$ cat src/rtl/core/bpt_pkg.sv
// ----------------------------------------------------------------------------
// Buffer pin table package
// Shared widths, codes, controller states and the command and status
// structs that join the controller and the datapath.
// ----------------------------------------------------------------------------
package bpt_pkg;

    // Defaults for the top-level parameters.
    localparam int FRAMES_DEF   = 16;
    localparam int PIN_BITS_DEF = 16;

    // Fixed field widths.
    localparam int KEY_W       = 32;
    localparam int SEL_W       = 4;
    localparam int STATUS_W    = 3;
    localparam int FRAME_OUT_W = 4;
    localparam int PIN_OUT_W   = 16;
    localparam int FREE_OUT_W  = 5;

    // Packed stream widths, padded to whole bytes.
    localparam int S_TDATA_W = 40;
    localparam int M_TDATA_W = 32;

    // Request kinds carried on s_tuser.
    typedef enum logic {
        CMD_PIN   = 1'b0,
        CMD_UNPIN = 1'b1
    } cmd_t;

    // Result codes carried on m_tuser.
    typedef enum logic [STATUS_W-1:0] {
        STATUS_HIT    = 3'd0,
        STATUS_NEW    = 3'd1,
        STATUS_FAIL   = 3'd2,
        STATUS_UNPIN  = 3'd3,
        STATUS_IGNORE = 3'd4
    } status_t;

    // Controller states.
    typedef enum logic [1:0] {
        ST_IDLE,
        ST_SCAN,
        ST_UNPIN_RD,
        ST_UPDATE
    } state_t;

    // Commands from the controller to the datapath.
    typedef struct packed {
        logic load;      // capture the input beat and clear the scan state
        logic scan_run;  // walk the frame table looking for the key
        logic unpin_rd;  // read the frame selected for unpin
        logic update;    // write the table and load the result register
    } ctrl_cmd_t;

    // Status from the datapath to the controller.
    typedef struct packed {
        logic scan_end;  // the scan found the key or checked every frame
        logic out_busy;  // the result register still holds an untaken beat
    } dp_stat_t;

endpackage

$ cat src/rtl/core/buffer_pin_table.sv
// Sequence: an unpin is accepted, reads its frame and then updates; a pin is
// accepted, scans until it finds the key or has checked every frame, then updates.
// Throughput: one request at a time, set by the one-frame-per-cycle table scan
// through the single read port of the frame memories.
// Reset: synchronous, active low; clears valid flags, sets the free count to
// FRAMES and empties the result register. Keys and counts need no clearing.
// ----------------------------------------------------------------------------
// Buffer pin table
// Buffer-pool pin and unpin manager: finds a frame holding a block key or
// gives the key to the first unpinned frame, and keeps per-frame pin counts.
// ----------------------------------------------------------------------------
module buffer_pin_table #(
    parameter int FRAMES   = bpt_pkg::FRAMES_DEF,
    parameter int PIN_BITS = bpt_pkg::PIN_BITS_DEF
) (
    input  logic                            aclk,
    input  logic                            aresetn,
    input  logic                            s_tvalid,
    output logic                            s_tready,
    input  logic [bpt_pkg::S_TDATA_W-1:0]   s_tdata,   // block_key, frame_sel, zero pad
    input  logic                            s_tuser,   // cmd
    output logic                            m_tvalid,
    input  logic                            m_tready,
    output logic [bpt_pkg::M_TDATA_W-1:0]   m_tdata,   // frame_out, pin_count_out,
                                                       // free_frames, zero pad
    output logic [bpt_pkg::STATUS_W-1:0]    m_tuser    // status
);

    bpt_pkg::ctrl_cmd_t cmd;
    bpt_pkg::dp_stat_t  stat;

    // Request sequencer.
    bpt_ctrl u_ctrl (
        .aclk     (aclk),
        .aresetn  (aresetn),
        .s_tvalid (s_tvalid),
        .s_tready (s_tready),
        .s_cmd    (s_tuser),
        .stat     (stat),
        .cmd      (cmd)
    );

    // Frame table and result datapath.
    bpt_datapath #(
        .FRAMES   (FRAMES),
        .PIN_BITS (PIN_BITS)
    ) u_datapath (
        .aclk     (aclk),
        .aresetn  (aresetn),
        .cmd      (cmd),
        .stat     (stat),
        .s_tuser  (s_tuser),
        .s_tdata  (s_tdata),
        .m_tready (m_tready),
        .m_tvalid (m_tvalid),
        .m_tdata  (m_tdata),
        .m_tuser  (m_tuser)
    );

endmodule

$ cat src/rtl/core/bpt_ctrl.sv
// ----------------------------------------------------------------------------
// Buffer pin table controller
// Sequences one request at a time: accept, table scan or frame read,
// then the table update and result load.
// ----------------------------------------------------------------------------
module bpt_ctrl (
    input  logic                 aclk,
    input  logic                 aresetn,
    input  logic                 s_tvalid,
    output logic                 s_tready,
    input  logic                 s_cmd,
    input  bpt_pkg::dp_stat_t    stat,
    output bpt_pkg::ctrl_cmd_t   cmd
);

    bpt_pkg::state_t state_reg;
    bpt_pkg::state_t state_next;

    // State register.
    always_ff @(posedge aclk) begin
        if (!aresetn) begin
            state_reg <= bpt_pkg::ST_IDLE;
        end else begin
            state_reg <= state_next;
        end
    end

    // Next state and commands.
    always_comb begin
        state_next = state_reg;
        s_tready   = 1'b0;
        cmd        = '0;
        case (state_reg)
            bpt_pkg::ST_IDLE: begin
                s_tready = 1'b1;
                if (s_tvalid) begin
                    cmd.load = 1'b1;
                    if (bpt_pkg::cmd_t'(s_cmd) == bpt_pkg::CMD_UNPIN) begin
                        state_next = bpt_pkg::ST_UNPIN_RD;
                    end else begin
                        state_next = bpt_pkg::ST_SCAN;
                    end
                end
            end
            bpt_pkg::ST_SCAN: begin
                cmd.scan_run = 1'b1;
                if (stat.scan_end) begin
                    state_next = bpt_pkg::ST_UPDATE;
                end
            end
            bpt_pkg::ST_UNPIN_RD: begin
                cmd.unpin_rd = 1'b1;
                state_next   = bpt_pkg::ST_UPDATE;
            end
            bpt_pkg::ST_UPDATE: begin
                // Wait until the result register can take the new beat.
                if (!stat.out_busy) begin
                    cmd.update = 1'b1;
                    state_next = bpt_pkg::ST_IDLE;
                end
            end
            default: begin
                state_next = bpt_pkg::ST_IDLE;
            end
        endcase
    end

endmodule

$ cat src/rtl/core/bpt_datapath.sv
// ----------------------------------------------------------------------------
// Buffer pin table datapath
// Frame table memories, valid flags, scan counter, first-hit and first-free
// tracking, free-frame counter and the result register.
// ----------------------------------------------------------------------------
module bpt_datapath #(
    parameter int FRAMES   = bpt_pkg::FRAMES_DEF,
    parameter int PIN_BITS = bpt_pkg::PIN_BITS_DEF
) (
    input  logic                            aclk,
    input  logic                            aresetn,
    input  bpt_pkg::ctrl_cmd_t              cmd,
    output bpt_pkg::dp_stat_t               stat,
    input  logic                            s_tuser,
    input  logic [bpt_pkg::S_TDATA_W-1:0]   s_tdata,
    input  logic                            m_tready,
    output logic                            m_tvalid,
    output logic [bpt_pkg::M_TDATA_W-1:0]   m_tdata,
    output logic [bpt_pkg::STATUS_W-1:0]    m_tuser
);

    localparam int IDXW = (FRAMES > 1) ? $clog2(FRAMES) : 1;
    localparam int CNTW = $clog2(FRAMES + 1);
    localparam logic [CNTW-1:0]     FRAMES_C = CNTW'(FRAMES);
    localparam logic [PIN_BITS-1:0] PIN_MAX  = {PIN_BITS{1'b1}};
    localparam logic [PIN_BITS-1:0] PIN_ONE  = PIN_BITS'(1);

    // Frame table storage.
    logic [bpt_pkg::KEY_W-1:0] key_mem [FRAMES];
    logic [PIN_BITS-1:0]       cnt_mem [FRAMES];
    logic [FRAMES-1:0]         valid_reg;

    // Captured request.
    logic                        op_reg;
    logic [bpt_pkg::KEY_W-1:0]   key_reg;
    logic [bpt_pkg::SEL_W-1:0]   sel_reg;

    // Scan and read state.
    logic [CNTW-1:0]             idx_reg;
    logic                        rd_live_reg;
    logic                        rd_vbit_reg;
    logic [IDXW-1:0]             rd_idx_reg;
    logic [bpt_pkg::KEY_W-1:0]   rd_key_reg;
    logic [PIN_BITS-1:0]         rd_cnt_reg;
    logic                        hit_found_reg;
    logic                        free_found_reg;
    logic [IDXW-1:0]             free_idx_reg;
    logic [CNTW-1:0]             free_cnt_reg;
    logic [CNTW-1:0]             free_cnt_next;

    // Result register.
    logic                            m_tvalid_reg;
    logic [bpt_pkg::STATUS_W-1:0]    status_reg;
    logic [bpt_pkg::FRAME_OUT_W-1:0] frame_out_reg;
    logic [bpt_pkg::PIN_OUT_W-1:0]   pin_out_reg;
    logic [bpt_pkg::FREE_OUT_W-1:0]  free_out_reg;

    // Scan and update signals.
    logic [31:0]                 sel_wide;
    logic                        sel_ok;
    logic [IDXW-1:0]             sel_addr;
    logic                        issue;
    logic                        rd_en;
    logic [IDXW-1:0]             rd_addr;
    logic                        eval;
    logic [PIN_BITS-1:0]         cnt_eff;
    logic                        hit_now;
    logic                        free_now;
    logic                        cnt_we;
    logic                        key_we;
    logic [IDXW-1:0]             wr_addr;
    logic [PIN_BITS-1:0]         wr_cnt;
    bpt_pkg::status_t            status_new;
    logic [IDXW-1:0]             frame_new;
    logic [31:0]                 frame_wide;
    logic [31:0]                 pin_wide;
    logic [31:0]                 free_wide;

    // Frame selected for unpin, checked against the table size.
    assign sel_wide = 32'(sel_reg);
    assign sel_ok   = sel_wide < 32'(FRAMES);
    assign sel_addr = sel_wide[IDXW-1:0];

    // A frame's count is zero until its frame has been made valid.
    assign cnt_eff  = rd_vbit_reg ? rd_cnt_reg : '0;
    assign eval     = cmd.scan_run && rd_live_reg && !hit_found_reg;
    assign hit_now  = eval && rd_vbit_reg && (rd_key_reg == key_reg);
    assign free_now = eval && (cnt_eff == '0);

    // One table read per cycle: the scan address or the unpin frame.
    assign issue   = cmd.scan_run && !hit_found_reg && !hit_now && (idx_reg < FRAMES_C);
    assign rd_addr = issue ? idx_reg[IDXW-1:0] : sel_addr;
    assign rd_en   = issue || (cmd.unpin_rd && sel_ok);

    assign stat.scan_end = hit_found_reg || ((idx_reg == FRAMES_C) && !rd_live_reg);
    assign stat.out_busy = m_tvalid_reg && !m_tready;

    // Table update and result selection.
    always_comb begin
        cnt_we        = 1'b0;
        key_we        = 1'b0;
        wr_addr       = rd_idx_reg;
        wr_cnt        = rd_cnt_reg;
        free_cnt_next = free_cnt_reg;
        status_new    = bpt_pkg::STATUS_FAIL;
        frame_new     = '0;
        if (bpt_pkg::cmd_t'(op_reg) == bpt_pkg::CMD_PIN) begin
            if (hit_found_reg) begin
                status_new = bpt_pkg::STATUS_HIT;
                frame_new  = rd_idx_reg;
                cnt_we     = cmd.update;
                if (rd_cnt_reg != PIN_MAX) begin
                    wr_cnt = rd_cnt_reg + PIN_ONE;
                end
                if (rd_cnt_reg == '0) begin
                    free_cnt_next = free_cnt_reg - CNTW'(1);
                end
            end else if (free_found_reg) begin
                status_new    = bpt_pkg::STATUS_NEW;
                frame_new     = free_idx_reg;
                wr_addr       = free_idx_reg;
                wr_cnt        = PIN_ONE;
                cnt_we        = cmd.update;
                key_we        = cmd.update;
                free_cnt_next = free_cnt_reg - CNTW'(1);
            end else begin
                wr_cnt = '0;
            end
        end else begin
            if (cnt_eff != '0) begin
                status_new = bpt_pkg::STATUS_UNPIN;
                cnt_we     = cmd.update;
                wr_cnt     = rd_cnt_reg - PIN_ONE;
                if (rd_cnt_reg == PIN_ONE) begin
                    free_cnt_next = free_cnt_reg + CNTW'(1);
                end
            end else begin
                status_new = bpt_pkg::STATUS_IGNORE;
                wr_cnt     = '0;
            end
        end
    end

    assign frame_wide = 32'(frame_new);
    assign pin_wide   = 32'(wr_cnt);
    assign free_wide  = 32'(free_cnt_next);

    // Table memories with registered reads.
    always_ff @(posedge aclk) begin
        if (key_we) begin
            key_mem[wr_addr] <= key_reg;
        end
        if (cnt_we) begin
            cnt_mem[wr_addr] <= wr_cnt;
        end
        if (rd_en) begin
            rd_key_reg <= key_mem[rd_addr];
            rd_cnt_reg <= cnt_mem[rd_addr];
            rd_idx_reg <= rd_addr;
        end
    end

    // Captured request fields.
    always_ff @(posedge aclk) begin
        if (cmd.load) begin
            op_reg  <= s_tuser;
            key_reg <= s_tdata[bpt_pkg::KEY_W-1:0];
            sel_reg <= s_tdata[bpt_pkg::KEY_W +: bpt_pkg::SEL_W];
        end
    end

    // First free frame seen during the scan.
    always_ff @(posedge aclk) begin
        if (free_now && !free_found_reg) begin
            free_idx_reg <= rd_idx_reg;
        end
    end

    // Scan control, valid flags and free-frame counter.
    always_ff @(posedge aclk) begin
        if (!aresetn) begin
            valid_reg      <= '0;
            idx_reg        <= '0;
            rd_live_reg    <= 1'b0;
            rd_vbit_reg    <= 1'b0;
            hit_found_reg  <= 1'b0;
            free_found_reg <= 1'b0;
            free_cnt_reg   <= FRAMES_C;
        end else begin
            rd_live_reg <= rd_en;
            // The valid bit of the frame read stays put while the update waits.
            if (rd_en || cmd.unpin_rd) begin
                rd_vbit_reg <= rd_en && valid_reg[rd_addr];
            end
            if (cmd.load) begin
                idx_reg        <= '0;
                hit_found_reg  <= 1'b0;
                free_found_reg <= 1'b0;
            end else begin
                if (issue) begin
                    idx_reg <= idx_reg + CNTW'(1);
                end
                if (hit_now) begin
                    hit_found_reg <= 1'b1;
                end
                if (free_now) begin
                    free_found_reg <= 1'b1;
                end
            end
            if (key_we) begin
                valid_reg[wr_addr] <= 1'b1;
            end
            if (cmd.update) begin
                free_cnt_reg <= free_cnt_next;
            end
        end
    end

    // Result register valid flag.
    always_ff @(posedge aclk) begin
        if (!aresetn) begin
            m_tvalid_reg <= 1'b0;
        end else if (cmd.update) begin
            m_tvalid_reg <= 1'b1;
        end else if (m_tready) begin
            m_tvalid_reg <= 1'b0;
        end
    end

    // Result register payload.
    always_ff @(posedge aclk) begin
        if (cmd.update) begin
            status_reg   <= status_new;
            free_out_reg <= free_wide[bpt_pkg::FREE_OUT_W-1:0];
            if (status_new == bpt_pkg::STATUS_UNPIN || status_new == bpt_pkg::STATUS_IGNORE) begin
                frame_out_reg <= sel_reg;
            end else begin
                frame_out_reg <= frame_wide[bpt_pkg::FRAME_OUT_W-1:0];
            end
            pin_out_reg <= pin_wide[bpt_pkg::PIN_OUT_W-1:0];
        end
    end

    assign m_tvalid = m_tvalid_reg;
    assign m_tuser  = status_reg;
    assign m_tdata  = {7'd0, free_out_reg, pin_out_reg, frame_out_reg};

endmodule

$ cat config.mk
export PLATFORM = sky130hd
export DESIGN_NAME = buffer_pin_table
export DESIGN_NICKNAME = d
export VERILOG_FILES = /design/src/rtl/core/bpt_pkg.sv /design/src/rtl/core/buffer_pin_table.sv /design/src/rtl/core/bpt_ctrl.sv /design/src/rtl/core/bpt_datapath.sv
export SDC_FILE = /design/constraint.sdc
export NUM_CORES = 1
export LEC_CHECK = 0
export BUFFER_PORTS_ARGS = -buffer_cell sky130_fd_sc_hd__buf_4
export CAP_MARGIN = 20
export CORE_ASPECT_RATIO = 0.9
export CORE_UTILIZATION = 55
export CTS_CLUSTER_DIAMETER = 30
export DETAILED_ROUTE_END_ITERATION = 12
export PLACE_DENSITY = 0.8
export SLEW_MARGIN = 10
export SYNTH_ARGS = -nofsm -noshare
export SYNTH_HDL_FRONTEND = slang
export SYNTH_HIERARCHICAL = 1
export SYNTH_SLANG_ARGS = --single-unit
$ cat constraint.sdc
create_clock -name aclk -period 4.3 [get_ports aclk]
set_input_delay 0.43 -clock aclk [delete_from_list [all_inputs] [get_ports aclk]]
set_output_delay 0.43 -clock aclk [all_outputs]
set_load 0.02 [all_outputs]
# --- Word level (Yosys, flattened, before mapping) ---
# Memories as Yosys holds them, arrays and structs flattened. A register that Yosys moved wholly into a read port is not among the register bits.
# Index checks and enable logic that the tools add are counted.
totals:
  regBits: 106
  output_inout_bits: 37
  in_bits: 45
  ramBits: 768
  mem_count: 2
mem_list:
  columns: ["name", "words", "width", "read_ports", "rd_ports_with_merged_regs", "wr", "line", "text"]
  rows:
  - ["u_datapath.key_mem", 16, 32, 1, 1, 1, "bpt_datapath.sv:29", "logic [bpt_pkg::KEY_W-1:0] key_mem [FRAMES];"]
  - ["u_datapath.cnt_mem", 16, 16, 1, 1, 1, "bpt_datapath.sv:30", "logic [PIN_BITS-1:0] cnt_mem [FRAMES];"]
op_classes:
  mux: 52
  bitwise: 2
  n_reduce_logical: 30
  magnitude_cmp: 5
  addsub: 5
  n_eq_ne: 12
ops:
  columns: ["cell", "n"]
  rows:
  - ["2-to-1 mux 16 bit", 5]
  - ["equality test 32 bit", 1]
  - ["zero test 16 bit", 2]
  - ["2-to-1 mux 4 bit", 8]
  - ["2-to-1 mux 5 bit", 6]
  - ["2-to-1 mux 1 bit", 22]
  - ["adder 16 x 1 -> 16 bit, second input constant", 1]
  - ["equality test 16 x 1 -> 1 bit, second input constant", 1]
  - ["inequality test 16 bit, second input constant", 1]
  - ["OR 16 bit", 1]
  - ["nonzero test 16 bit", 1]
  - ["subtractor 16 x 1 -> 16 bit, second input constant", 1]
  - ["< comparator 4 x 5 -> 1 bit, second input constant", 3]
  - ["logical AND 1 bit", 14]
  - ["adder 5 x 1 -> 5 bit, second input constant", 2]
  - ["2-to-1 mux 2 bit", 5]
  - ["2-to-1 mux 3 bit", 3]
  - ["case mux 2 bit (4 select lines)", 1]
  - ["inequality test 2 bit, second input constant", 3]
  - ["equality test 5 bit, second input constant", 1]
  - ["zero test 1 bit", 5]
  - ["< comparator 5 bit, second input constant", 1]
  - ["subtractor 5 x 1 -> 5 bit, second input constant", 1]
  - ["binary-select mux 1 bit (select 4 bit)", 1]
  - ["other kinds (12)", 16]

# --- Longest topological paths before layout ---
logic_depth:
  word_depth: 13
  mapped_depth: 14
  depth_no_buf: 12

# --- Modules after synthesis ---
# Netlist, hierarchy kept.
modules_own_cells:
  columns: ["mod", "instances", "cells_per_inst", "area_per_inst_um2"]
  rows:
  - ["bpt_datapath", 1, 1829, 35864.4]
  - ["bpt_ctrl", 1, 21, 183.9]

# --- Least setup slack after synthesis ---
# OpenSTA, ideal clock, no wires.
synth_path:
  path_kind: "register to register"
  start: "reg u_datapath.hit_found_reg"
  end: "mem u_datapath/key_mem[3][0] in the netlist's numbering, enable pin"
  t_arrival_ns: 3.089
  path_buffers: 3
  required_ns: 3.877
  setup_slack_ns: 0.789
  setup_ns: 0.423
  synth_period_minus_slack_ns: 3.511
  path_stages_with_launch: 8
  path_cell_list: "dfxtp_1 > clkbuf_1 > nor2b_1 > clkbuf_1 > nor2b_1 > clkbuf_1 > a31oi_1 > nor2_1"
synth_via:
  elab_chain_cells: 4
  elab_cells_between_ends: 6
synth_lines:
  columns: ["item", "line", "text"]
  rows:
  - ["from (decl)", "bpt_datapath.sv:45", "logic hit_found_reg;"]
  - ["from (signal assigned)", "bpt_datapath.sv:186", "hit_found_reg <= 1'b0;"]
  - ["from (signal assigned)", "bpt_datapath.sv:197", "hit_found_reg <= 1'b0;"]
  - ["from (signal assigned)", "bpt_datapath.sv:204", "hit_found_reg <= 1'b1;"]
  - ["2-to-1 mux 1 bit", "bpt_datapath.sv:108", "if (hit_found_reg) begin"]
  - ["2-to-1 mux 1 bit", "bpt_datapath.sv:107", "if (bpt_pkg::cmd_t'(op_reg) == bpt_pkg::CMD_PIN) begin"]
  - ["2-to-1 mux 1 bit", "bpt_datapath.sv:150", "if (key_we) begin"]
  - ["2-to-1 mux 1 bit (not written as such)", "bpt_datapath.sv:151", "key_mem[wr_addr] <= key_reg;"]
  - ["to (decl)", "bpt_datapath.sv:29", null]
# Several ways; a longest one is shown, not always the timed one.

# --- Worst setup path after layout ---
layout_path:
  start: "reg u_datapath/key_reg[11] in the netlist's numbering"
  end: "reg u_datapath.rd_cnt_reg[0], read port of u_datapath.cnt_mem (data pin)"
layout_via:
  elab_chain_cells: 6
  elab_cells_between_ends: 7
layout_lines:
  columns: ["item", "line", "text"]
  rows:
  - ["from (decl)", "bpt_datapath.sv:35", "logic [bpt_pkg::KEY_W-1:0] key_reg;"]
  - ["from (signal assigned)", "bpt_datapath.sv:167", "key_reg <= s_tdata[bpt_pkg::KEY_W-1:0];"]
  - ["equality test 32 bit (*)", "bpt_datapath.sv:87", "assign hit_now = eval && rd_vbit_reg && (rd_key_reg == key_reg);"]
  - ["logical AND 1 bit (*)", "bpt_datapath.sv:87", null]
  - ["zero test 1 bit (*)", "bpt_datapath.sv:91", "assign issue = cmd.scan_run && !hit_found_reg && !hit_now && (idx_reg < FRAMES_C);"]
  - ["logical AND 1 bit (*) (2 in a row)", "bpt_datapath.sv:91", null]
  - ["2-to-1 mux 4 bit or logical OR 1 bit (tied branches)", "bpt_datapath.sv:92, bpt_datapath.sv:93", null]
  - ["to (decl)", "bpt_datapath.sv:44", "logic [PIN_BITS-1:0] rd_cnt_reg;"]
# Every way passes the cells marked *; elsewhere a longest branch is shown, timed or not.
# A chain may end at the register's enable or synchronous reset.

==> run_results.csv <==
group,metric,value,unit
status,status,"finished, final reports clean",
cells_and_area,largest_register_ff_count,512,
worst_setup_path,rr_startpoint,"u_datapath/key_reg[11]",
timing,slew_headroom,28.7,%
cells_and_area,areaGrowthSynthToFinish,20.9,%
yosys,synthCells,1850,
timing,min_period,4130,ps
clocking,cts_inserted_buffers,133,
timing,drv_slew,0,
worst_setup_path,reg2regPathDepth,12,
placed_design,io_buffer_count,70,
yosys,synth_top_area_cell,"edfxtp_1",
placed_design,dp_hpwl,44200,µm
grt,antenna_found_initial,1,
cells_and_area,drive_gt1_share,29.9,%
cells_and_area,top_register,"u_datapath/key_mem",
timing,clock_skew,28.1,ps
routing,routed_via_density,6.50,
pwr,cellPowerDensity,653,mW/mm²
yosys,yosysSeqAreaShare,75.9,%
grt,overflow,0,
worst_setup_path,cp.required,4750,ps
worst_setup_path,worst-setup-path-type,"reg2reg",
floorplan,fp-row-count,88,
clocking,cts_tree,"yes",
clocking,htree_levels,4,
clocking,clk_latency,710,ps
yosys,netlist.area_leader.share,74.1,%
yosys,synth.area.top_cells,"edfxtp_1 74%, mux4_2 12%, a22oi_1 2.1%",
yosys,synth.distinct_cells,60,
clocking,path_clk_slew,60,ps
cells_and_area,finish.net_count,2175,
timing,max_freq,242,MHz
worst_setup_path,r2r-end,"u_datapath/rd_cnt_reg[0]",
yosys,ys_seq_elements,922,
floorplan,die_area,0.0666,mm²
min_path,min_path_type,"in2reg",
clocking,root_buffer,"clkbuf_16",
yosys,postSynthAreaPerCell,19.5,µm²
grt,grt_pass1_vias,20700,
timing,worstMarginPinSlew,1070,ps
run,cap_violations,0,
worst_setup_path,arrival,4580,ps
floorplan,core-area,0.0644,mm²
floorplan,start_util,56.0,%
yosys,synthArstFlopShare,0,%
grt,grt_pass1_wl,131000,µm
routing,drt_iter0_markers,2824,
placed_design,placed_cells,2781,
pwr,ir_worst_vdd,0.000480,V
cells_and_area,final_cells,3085,
grt,track_usage,27.1,%
cells_and_area,reg_top3,"u_datapath/key_mem x512, u_datapath/cnt_mem x256",
floorplan,die_w,272,µm
timing,rsz0062_at_grt,"no",
timing,setup_viol,0,
floorplan,ios,82,
worst_setup_path,crit_fanout,29,
yosys,synth_area,0.0360,mm²
placed_design,gp_congestion,0.930,
yosys,synth-edff-count,889,
worst_setup_path,crit_path_end,"u_datapath/rd_cnt_reg[0]",
timing,hold_violations,0,
yosys,synth-main-ff-cell,"edfxtp_1",
cells_and_area,utilization,67.7,%
cells_and_area,diodes,0,
worst_setup_path,critical_path.startpoint,"u_datapath/key_reg[11]",
worst_setup_path,startpoint_type,"flop",
routing,drc,0,
routing,wl_per_cell,28.7,µm
worst_setup_path,cp-end-kind,"flop",
clocking,cts_buffer_depth,3,
clocking,clock_sinks,922,
grt,grt_max_degree,54,
routing,ant_nets,0,
timing,fin_crit_sh,96.1,%
timing,fin_tns_setup,0,ps
routing,firstDrtPassIters,6,
yosys,yosys_warnings,6,
worst_setup_path,regToRegSetupSlack,170,ps
routing,drt_wl_total,88500,µm
routing,vias,20100,
pwr,power.leakage,14.5,nW
floorplan,chipHeight,245,µm
[cells in the final DEF, fill, tap and decap left out, types with 8 or more instances in the layout]
cell and instances:
mux4_2 192, inv_8 8, clkbuf_1 9, inv_6 17, buf_4 163, edfxtp_1 889
mux2_2 14, a221oi_1 8, mux2i_1 17, nor2_4 20, bufinv_16 16, nand2b_1 18
clkinv_2 19, nor4_1 9, inv_1 22, nand4_1 25, nor3_1 17, dfxtp_1 33
clkbuf_16 138, a21oi_1 13, buf_12 24, a22oi_1 103, clkinv_1 15, xnor2_1 31
nor2_1 88, clkinvlp_4 13, nand2_1 104, o21ai_0 16, o22ai_1 10, dlygate4sd3_1 37
ha_1 11, nand3_1 14
[cell type report]
cell class,instances,area (µm²)
Clock inverter,99,1120
Timing Repair Buffer,225,2080
Inverter,24,95.1
Clock buffer,147,3490
Multi-Input combinational cell,813,8380
Tap cell,855,1070
Fill cell,3731,20800
Sequential cell,922,27400
[report_power, final]
| group | leakage, nW | internal, mW | switching, mW |
|---|---|---|---|
| logic | 3.82 | 2.47 | 3.37 |
| registers | 8.41 | 11.0 | 0.581 |
| clock network | 2.23 | 6.93 | 4.14 |
| total | 14.5 | 20.4 | 8.09 |
[Yosys cell counts, types with 4 or more instances]
cell	number
xor2_1	5
dfxtp_1	33
xnor2_1	34
nand2b_1	18
or2_2	6
a2111oi_0	4
edfxtp_1	889
nand3_1	14
buf_2	10
nor3_1	17
a22oi_1	103
o22ai_1	13
nor3b_1	6
o211ai_1	4
mux2_2	14
inv_1	22
a31oi_1	9
nor4_1	9
nand4_1	25
ha_1	11
clkbuf_1	44
nand2_1	104
a221oi_1	8
nor2_1	108
and2_1	5
buf_4	23
o21ai_0	18
mux2i_1	18
mux4_2	192
nor2b_1	6
and3_1	4
a21oi_1	15
buf_1	18
[worst min path at each step]
| stage | slack, ps | start | end | cells past startpoint |
|---|---|---|---|---|
| 2_1_floorplan | 460 | u_datapath/idx_reg[4] | u_datapath/idx_reg[4] | 2 |
| 3_3_place_gp | 480 | u_ctrl/state_reg[1] | u_ctrl/state_reg[1] | 2 |
| 3_5_place_dp | 500 | u_datapath/valid_reg[1] | u_datapath/valid_reg[1] | 2 |
| 4_1_cts | 10 | m_tready | u_datapath/m_tvalid | 4 |
| 5_1_grt | 50 | aresetn | u_ctrl/state_reg[0] | 3 |
| 6_report | 50 | aresetn | u_ctrl/state_reg[1] | 3 |
[per-stage QoR]
step           total power, mW  worst slack [ps]  hold WS [ps]  area [µm²]
2_1_floorplan             15.2               789           458       36100
3_3_place_gp              17.0               431           479       38400
3_5_place_dp              17.2               230           503       38400
4_1_cts                   28.4              19.9          14.8       43400
5_1_grt                   29.3              14.5          47.8       43600
6_report                  28.5               167          48.8       43600
[metal layers]
layer	routed length, µm	global-route usage [%]	part of all wire (%)
met5	0	0	0
met1	31700	35.4	36
met2	43700	43.9	49
met4	3450	11.7	3.9
met3	9690	6.30	11
[worst max-delay path, stage by stage, from the launching register on]
cell	delay, ps
edfxtp_1	700
inv_1	120
o22ai_1	330
nor4_2	130
buf_4	170
and3_1	230
a21oi_4	370
mux2i_4	350
buf_12	260
buf_12	280
mux4_2	550
a22oi_1	260
nand2_1	90
[cell families after synthesis]
group,after synthesis,synth area share (%)
simple gates,339,4.44
mux,224,12.9
flops,922,75.9
other cells,1,0.0104
xor+xnor,39,0.948
fa+ha+maj,11,0.382
compound gates,193,3.85
buf+inv,121,1.55
[repair_timing]
| item | CTS | global route |
|---|---|---|
| resized for setup | 0 | 3 |
| hold buffers | 37 | 0 |
| endpoints found under the hold margin | 37 | 0 |
| endpoints found under the setup margin | 0 | 44 |
| buffers inserted | 0 | 17 |
Note: power is estimated with default switching activity, not from simulation.
